## config.mk

```make
export PLATFORM = sky130hd
export DESIGN_NAME = rjdm_ctrl
export DESIGN_NICKNAME = d
export VERILOG_FILES = /design/src/rtl/core/rjdm_pkg.sv /design/src/rtl/core/rjdm_ctrl.sv
export SDC_FILE = /design/constraint.sdc
export NUM_CORES = 1
export LEC_CHECK = 0
export BUFFER_PORTS_ARGS = -buffer_cell sky130_fd_sc_hd__buf_2
export CELL_PAD_IN_SITES_DETAIL_PLACEMENT = 0
export CELL_PAD_IN_SITES_GLOBAL_PLACEMENT = 2
export CORE_ASPECT_RATIO = 1.1
export CORE_UTILIZATION = 23
export DETAILED_ROUTE_END_ITERATION = 8
export HOLD_SLACK_MARGIN = 0.15
export PLACE_DENSITY_LB_ADDON = 0.1
export SYNTH_ARGS = -nofsm -noshare
export SYNTH_HDL_FRONTEND = slang
export SYNTH_SLANG_ARGS = --single-unit
```

## constraint.sdc

```tcl
create_clock -name clock -period 1.75 [get_ports clock]
set_clock_uncertainty 0.05 [all_clocks]
set_input_delay 0.0875 -clock clock [delete_from_list [all_inputs] [get_ports clock]]
set_output_delay 0.0875 -clock clock [all_outputs]
set_load 0.01 [all_outputs]
```

## src/rtl/core/rjdm_pkg.sv

```systemverilog
`default_nettype none

package rjdm_pkg;

   // default sizes
   localparam int DEPTH_DEF       = 16384;
   localparam int SAMPLE_BITS_DEF = 24;

   // register field widths
   localparam int CFG_BITS       = 14;
   localparam int MIX_BITS       = 17;
   localparam int CSR_INDEX_BITS = 2;
   localparam int CSR_DATA_BITS  = 17;

   // random generator
   localparam logic [31:0] LCG_MUL  = 32'd1664525;
   localparam logic [31:0] LCG_ADD  = 32'd1013904223;
   localparam logic [31:0] LCG_SEED = 32'h12345678;

   // unity gain in Q16
   localparam logic [MIX_BITS-1:0] UNITY = 17'd65536;

   // divisor of the jitter scaling
   localparam logic [16:0] JIT_DIV = 17'd65535;

   typedef enum logic [CSR_INDEX_BITS-1:0] {
      REG_ACTIVE,
      REG_BASE_DELAY,
      REG_JITTER_RANGE,
      REG_MIX
   } csr_index_type;

   typedef enum logic [3:0] {
      ST_CLEAR,
      ST_IDLE,
      ST_LCG_MUL,
      ST_LCG_ADD,
      ST_OFS_MUL,
      ST_DIV,
      ST_ADDR,
      ST_READ,
      ST_MIX_MUL,
      ST_MIX_SUM,
      ST_FINISH
   } ctrl_state_type;

   typedef struct packed {
      logic accept;
      logic clear_step;
      logic lcg_mul;
      logic lcg_add;
      logic ofs_mul;
      logic div;
      logic addr;
      logic read;
      logic mix_mul;
      logic mix_sum;
      logic load_out;
   } ctrl_cmd_type;

   typedef struct packed {
      logic active;
      logic deactivate;
      logic clear_last;
   } ctrl_status_type;

   // delay setting limited to 1..limit
   function automatic logic [CFG_BITS-1:0] clamp_delay(input logic [CFG_BITS-1:0] v,
                                                       input logic [31:0] limit);
      logic [CFG_BITS-1:0] r;
      if (v == '0) begin
         r = CFG_BITS'(1);
      end else if (32'(v) > limit) begin
         r = CFG_BITS'(limit);
      end else begin
         r = v;
      end
      return r;
   endfunction

endpackage

`default_nettype wire

```

## src/rtl/core/rjdm_ctrl.sv

```systemverilog
`default_nettype none

module rjdm_ctrl (
   input  wire logic                     clock,
   input  wire logic                     reset,
   input  wire rjdm_pkg::ctrl_status_type status,
   input  wire logic                     req_valid,
   output logic                          req_ready,
   output logic                          rsp_valid,
   input  wire logic                     rsp_ready,
   output rjdm_pkg::ctrl_cmd_type        cmd
);

   rjdm_pkg::ctrl_state_type state_ff, state_in;
   logic                     rsp_valid_ff, rsp_valid_in;
   logic                     out_free;

   assign out_free  = !rsp_valid_ff || rsp_ready;
   assign rsp_valid = rsp_valid_ff;

   // next state
   always_comb begin
      state_in = state_ff;
      if (status.deactivate) begin
         state_in = rjdm_pkg::ST_CLEAR;
      end else begin
         unique case (state_ff)
            rjdm_pkg::ST_CLEAR: begin
               if (status.clear_last) state_in = rjdm_pkg::ST_IDLE;
            end
            rjdm_pkg::ST_IDLE: begin
               if (req_valid) begin
                  state_in = status.active ? rjdm_pkg::ST_LCG_MUL : rjdm_pkg::ST_FINISH;
               end
            end
            rjdm_pkg::ST_LCG_MUL: state_in = rjdm_pkg::ST_LCG_ADD;
            rjdm_pkg::ST_LCG_ADD: state_in = rjdm_pkg::ST_OFS_MUL;
            rjdm_pkg::ST_OFS_MUL: state_in = rjdm_pkg::ST_DIV;
            rjdm_pkg::ST_DIV:     state_in = rjdm_pkg::ST_ADDR;
            rjdm_pkg::ST_ADDR:    state_in = rjdm_pkg::ST_READ;
            rjdm_pkg::ST_READ:    state_in = rjdm_pkg::ST_MIX_MUL;
            rjdm_pkg::ST_MIX_MUL: state_in = rjdm_pkg::ST_MIX_SUM;
            rjdm_pkg::ST_MIX_SUM: state_in = rjdm_pkg::ST_FINISH;
            rjdm_pkg::ST_FINISH: begin
               if (out_free) state_in = rjdm_pkg::ST_IDLE;
            end
            default: state_in = rjdm_pkg::ST_CLEAR;
         endcase
      end
   end

   // command outputs
   always_comb begin
      cmd       = '0;
      req_ready = 1'b0;
      unique case (state_ff)
         rjdm_pkg::ST_CLEAR: cmd.clear_step = 1'b1;
         rjdm_pkg::ST_IDLE: begin
            req_ready  = !status.deactivate;
            cmd.accept = req_valid && !status.deactivate;
         end
         rjdm_pkg::ST_LCG_MUL: cmd.lcg_mul  = 1'b1;
         rjdm_pkg::ST_LCG_ADD: cmd.lcg_add  = 1'b1;
         rjdm_pkg::ST_OFS_MUL: cmd.ofs_mul  = 1'b1;
         rjdm_pkg::ST_DIV:     cmd.div      = 1'b1;
         rjdm_pkg::ST_ADDR:    cmd.addr     = 1'b1;
         rjdm_pkg::ST_READ:    cmd.read     = 1'b1;
         rjdm_pkg::ST_MIX_MUL: cmd.mix_mul  = 1'b1;
         rjdm_pkg::ST_MIX_SUM: cmd.mix_sum  = 1'b1;
         rjdm_pkg::ST_FINISH:  cmd.load_out = out_free;
         default: cmd = '0;
      endcase
   end

   // result valid flag
   always_comb begin
      rsp_valid_in = rsp_valid_ff;
      if (cmd.load_out) begin
         rsp_valid_in = 1'b1;
      end else if (rsp_ready) begin
         rsp_valid_in = 1'b0;
      end
   end

   always_ff @(posedge clock) begin
      if (reset) begin
         state_ff     <= rjdm_pkg::ST_CLEAR;
         rsp_valid_ff <= 1'b0;
      end else begin
         state_ff     <= state_in;
         rsp_valid_ff <= rsp_valid_in;
      end
   end

endmodule

`default_nettype wire

```

==> results summary <==
The number of placed instances with taps included came out at 83. The antenna diode instance count came out at 0. 20 I/O pins were placed.

The hold violation total from the final report was 0. Traced cell by cell, the critical path runs through buf_12, nand2b_1, nor4_1, and2_1, buf_2. The floorplan step set the die width to 42.5 µm.

STA classifies the critical path endpoint as an output pin. The wire length of the first global-routing pass came out at 1.93 mm. Setup repair after global routing left no endpoint under its margin. The transition time at the pin with the least slew margin is 0.345 ns. The library cells used most frequently in the layout, excluding fill and tap cells, are sky130_fd_sc_hd__buf_2 (19), sky130_fd_sc_hd__nor2_1 (6), sky130_fd_sc_hd__nand2_1 (4).

The post-layout utilization of the core came out at 35.6%. The mean post-synth cell area is 8.45 µm². The clock passes through at most 2 buffers. The post-route worst hold slack came out at 0.298 ns. The count of nets left with antenna violations once routing finished came out at 0. The number of buffers inserted by post-CTS setup repair came out at 0. The tightest min-delay check is of the input port to flop type. The number of violations of the max-capacitance limit came out at 0. For this design, the sink count on the clock tree is 5. The die outline height came out at 46.5 µm. The arrival time at the worst endpoint came out at 1.41 ns. The full die area is 1970 µm². The critical path is of the flop to output pin type.

The net switching component of the power came out at 77.3 µW. The number of setup violations in the final report is 0. The total CTS buffers came out at 3. Sequential cells burn 39.5% of the power.

The TritonCTS clock tree is yes. The final clock period utilization by the worst path came out at 88.3%. The total congestion overflow after global routing is 0. The clock-pin slew on the worst setup and hold paths is 0.04 ns. The final-stage net count came out at 80. The cell area after layout came out at 582 µm².

The cell count after synthesis came out at 49. STA classifies the critical path startpoint as a flop. The port buffer count came out at 19. Synthesis produced a netlist with a net count of 56. The fmax came out at 647 MHz. For this design, the slowest cell found on the critical path is sky130_fd_sc_hd__dfxtp_2. The floorplan has 15 rows. The number of distinct library cells after synthesis is 31. The growth of design area from synthesis to finish is 40.5%. Adding up every negative setup slack in the final design gives 0 ns. After detailed routing, the number of remaining DRC violations is 0. The vias after detailed routing came out at 445. The number of H-tree levels came out at 1.

The via count of the first global-routing pass is 434. The power density relative to cell area is 533 nW/µm². The placeable core area came out at 1630 µm².

The yosys synthesis warning count is 0. The share of the yosys chip area belonging to registers is 24.2%. Routability-driven placement finished with a final weighted congestion of 0.693. The placed cell area is 533 µm². The clock group share of total power is 42.6%. The number of filler instances in the final layout came out at 188. The root buffer cell chosen for the clock tree is sky130_fd_sc_hd__clkbuf_4. The post-route non-filler standard cell count came out at 89. For this run, the detailed router's first-pass iteration total came to 4.

The area of the mapped netlist is 414 µm². The net switching fraction of the power came out at 24.9%. Entering global routing, the biggest net connects 11 pins. The flow ran to the end, and the final reports show no timing, DRC or antenna violations.

The routed length per placed instance is 12.9 µm. Of the cells placed in the final design, the portion with a size suffix greater than 1 is 45.8%. In this design, the stage delay of the slowest critical-path cell is 0.39 ns. Dividing the detail-routed via count by the number of cells gives 5.00. The number of design-rule violations left by the first detailed-router iteration is 12.

The number of antenna violations at the first check in global routing came out at 0. The later pin in the worst-skew pair is clocked with a latency of 0.24 ns. For this configuration, the core starts out at a cell density of 25.4%. The internal power is 233 µW. The critical-path maximum fanout came out at 10.

The library cell used most frequently in the layout, excluding fill and tap cells, is sky130_fd_sc_hd__buf_2. The logic gate share of total power came out at 17.9%. The combined global-route utilization of all metal layers is 13.0%. Counting I/O delays and the setup requirement, the final critical path takes 1.54 ns. The flip-flop and latch count after synthesis came out at 5. At the worst endpoint, the required time is 1.61 ns. The count of final max-slew check failures came out at 0.

Wires add up to 1.15 mm. The leakage component of the power is 0.255 nW. The maximum VDD drop came out at 0.240 mV. The detailed placer's ending HPWL came out at 895 µm. Headroom to the max-slew limit came out at 76.4%.
[cell families after synthesis]
| kind of cell | Yosys count | share of synthesized area [%] |
|---|---|---|
| xor gates and xnor gates | 1 | 2.12 |
| DFF | 5 | 24.2 |
| and+or+nand+nor | 26 | 42.0 |
| AOI/OAI and AO/OA | 10 | 20.2 |
| buffers and inverters | 6 | 8.76 |
| muxes | 1 | 2.72 |
[cell type report]
| class | count | area, µm² | share of cell area [%] |
|---|---|---|---|
| multi-input cells | 38 | 278 | 47.7 |
| repair buffers | 24 | 150 | 25.8 |
| flip-flops and latches | 5 | 103 | 17.6 |
| clock buffers | 4 | 26.3 | 4.52 |
| well taps | 17 | 21.3 | 3.66 |
| inverters | 1 | 3.75 | 0.645 |
[Yosys cell counts]
cell type | number | area share [%]
sky130_fd_sc_hd__or2b_1 | 1 | 1.8
sky130_fd_sc_hd__nand2_1 | 4 | 3.6
sky130_fd_sc_hd__nor2_1 | 6 | 5.4
sky130_fd_sc_hd__a21o_1 | 1 | 1.8
sky130_fd_sc_hd__nor3_1 | 3 | 3.6
sky130_fd_sc_hd__nor4_4 | 1 | 5.1
sky130_fd_sc_hd__and3_1 | 1 | 1.5
sky130_fd_sc_hd__o21ba_2 | 1 | 2.4
sky130_fd_sc_hd__dfxtp_1 | 5 | 24
sky130_fd_sc_hd__buf_2 | 2 | 2.4
sky130_fd_sc_hd__nor4b_1 | 1 | 2.1
sky130_fd_sc_hd__a21boi_1 | 1 | 1.8
sky130_fd_sc_hd__inv_1 | 1 | 0.91
sky130_fd_sc_hd__a2111oi_2 | 1 | 3.6
sky130_fd_sc_hd__a21oi_1 | 2 | 2.4
sky130_fd_sc_hd__a32o_1 | 1 | 2.4
sky130_fd_sc_hd__o211ai_1 | 1 | 1.8
sky130_fd_sc_hd__nor3b_4 | 1 | 4.5
sky130_fd_sc_hd__buf_6 | 1 | 2.7
sky130_fd_sc_hd__a211oi_1 | 1 | 1.8
sky130_fd_sc_hd__clkbuf_1 | 1 | 0.91
sky130_fd_sc_hd__nor2b_1 | 1 | 1.5
sky130_fd_sc_hd__xor2_1 | 1 | 2.1
sky130_fd_sc_hd__nand2b_1 | 1 | 1.5
sky130_fd_sc_hd__nand2b_4 | 1 | 3.3
sky130_fd_sc_hd__and2b_1 | 1 | 1.8
sky130_fd_sc_hd__buf_4 | 1 | 1.8
sky130_fd_sc_hd__nor4_1 | 3 | 4.5
sky130_fd_sc_hd__and2_1 | 1 | 1.5
sky130_fd_sc_hd__mux2_2 | 1 | 2.7
sky130_fd_sc_hd__a2111oi_0 | 1 | 2.1
[layer usage]
| layer | vias to the layer above | wire length [µm] | GRT usage [%] |
|---|---|---|---|
| met2 | 20 | 513 | 21.2 |
| met4 | 0 | 0 | 5.63 |
| met3 | 0 | 74 | 1.96 |
| met5 | - | 0 | 0 |
| met1 | 201 | 560 | 17.2 |
| li1 | 224 | - | - |
[registers in the layout, indices dropped and copies added (netlist names)]
name,flops
rsp_valid,1
state_ff,4
[power groups by stage]
stage	Sequential [mW]	Clock (mW)	Combinational, mW
2_1_floorplan	0.121	0	0.0310
3_3_place_gp	0.124	0	0.0532
3_5_place_dp	0.124	0	0.0524
4_1_cts	0.122	0.137	0.0558
5_1_grt	0.123	0.147	0.0620
6_report	0.123	0.132	0.0556
[worst paths after layout]
| path | from | end | slack [ns] | depth (start not counted) |
|---|---|---|---|---|
| worst min-delay path | req_valid | state_ff[1] | 0.30 | 4 |
| worst max-delay path | state_ff[0] | cmd[10] | 0.21 | 5 |
| worst max register to register | state_ff[1] | state_ff[3] | 0.26 | 4 |
| worst min register to register | state_ff[3] | state_ff[2] | 0.59 | 1 |
[repair_timing]
item,4_1_cts,5_1_grt
endpoints found under the setup margin,0,3
hold endpoints to repair,3,0
gates resized for setup,0,2
hold buffers,2,0
[stage by stage]
step	setup slack, ns	power [mW]
after floorplan	0.367	0.152
after global placement	0.0562	0.177
after detailed placement	0.105	0.177
after CTS	0.0604	0.315
after global routing	0.0870	0.331
final	0.205	0.310
[critical path: cells and delay by family, from the launching register on]
family        cells  cell delay (ns)
buf+inv           2             0.26
flops             1             0.39
simple gates      3             0.52
Note: power is estimated with default switching activity, not from simulation.
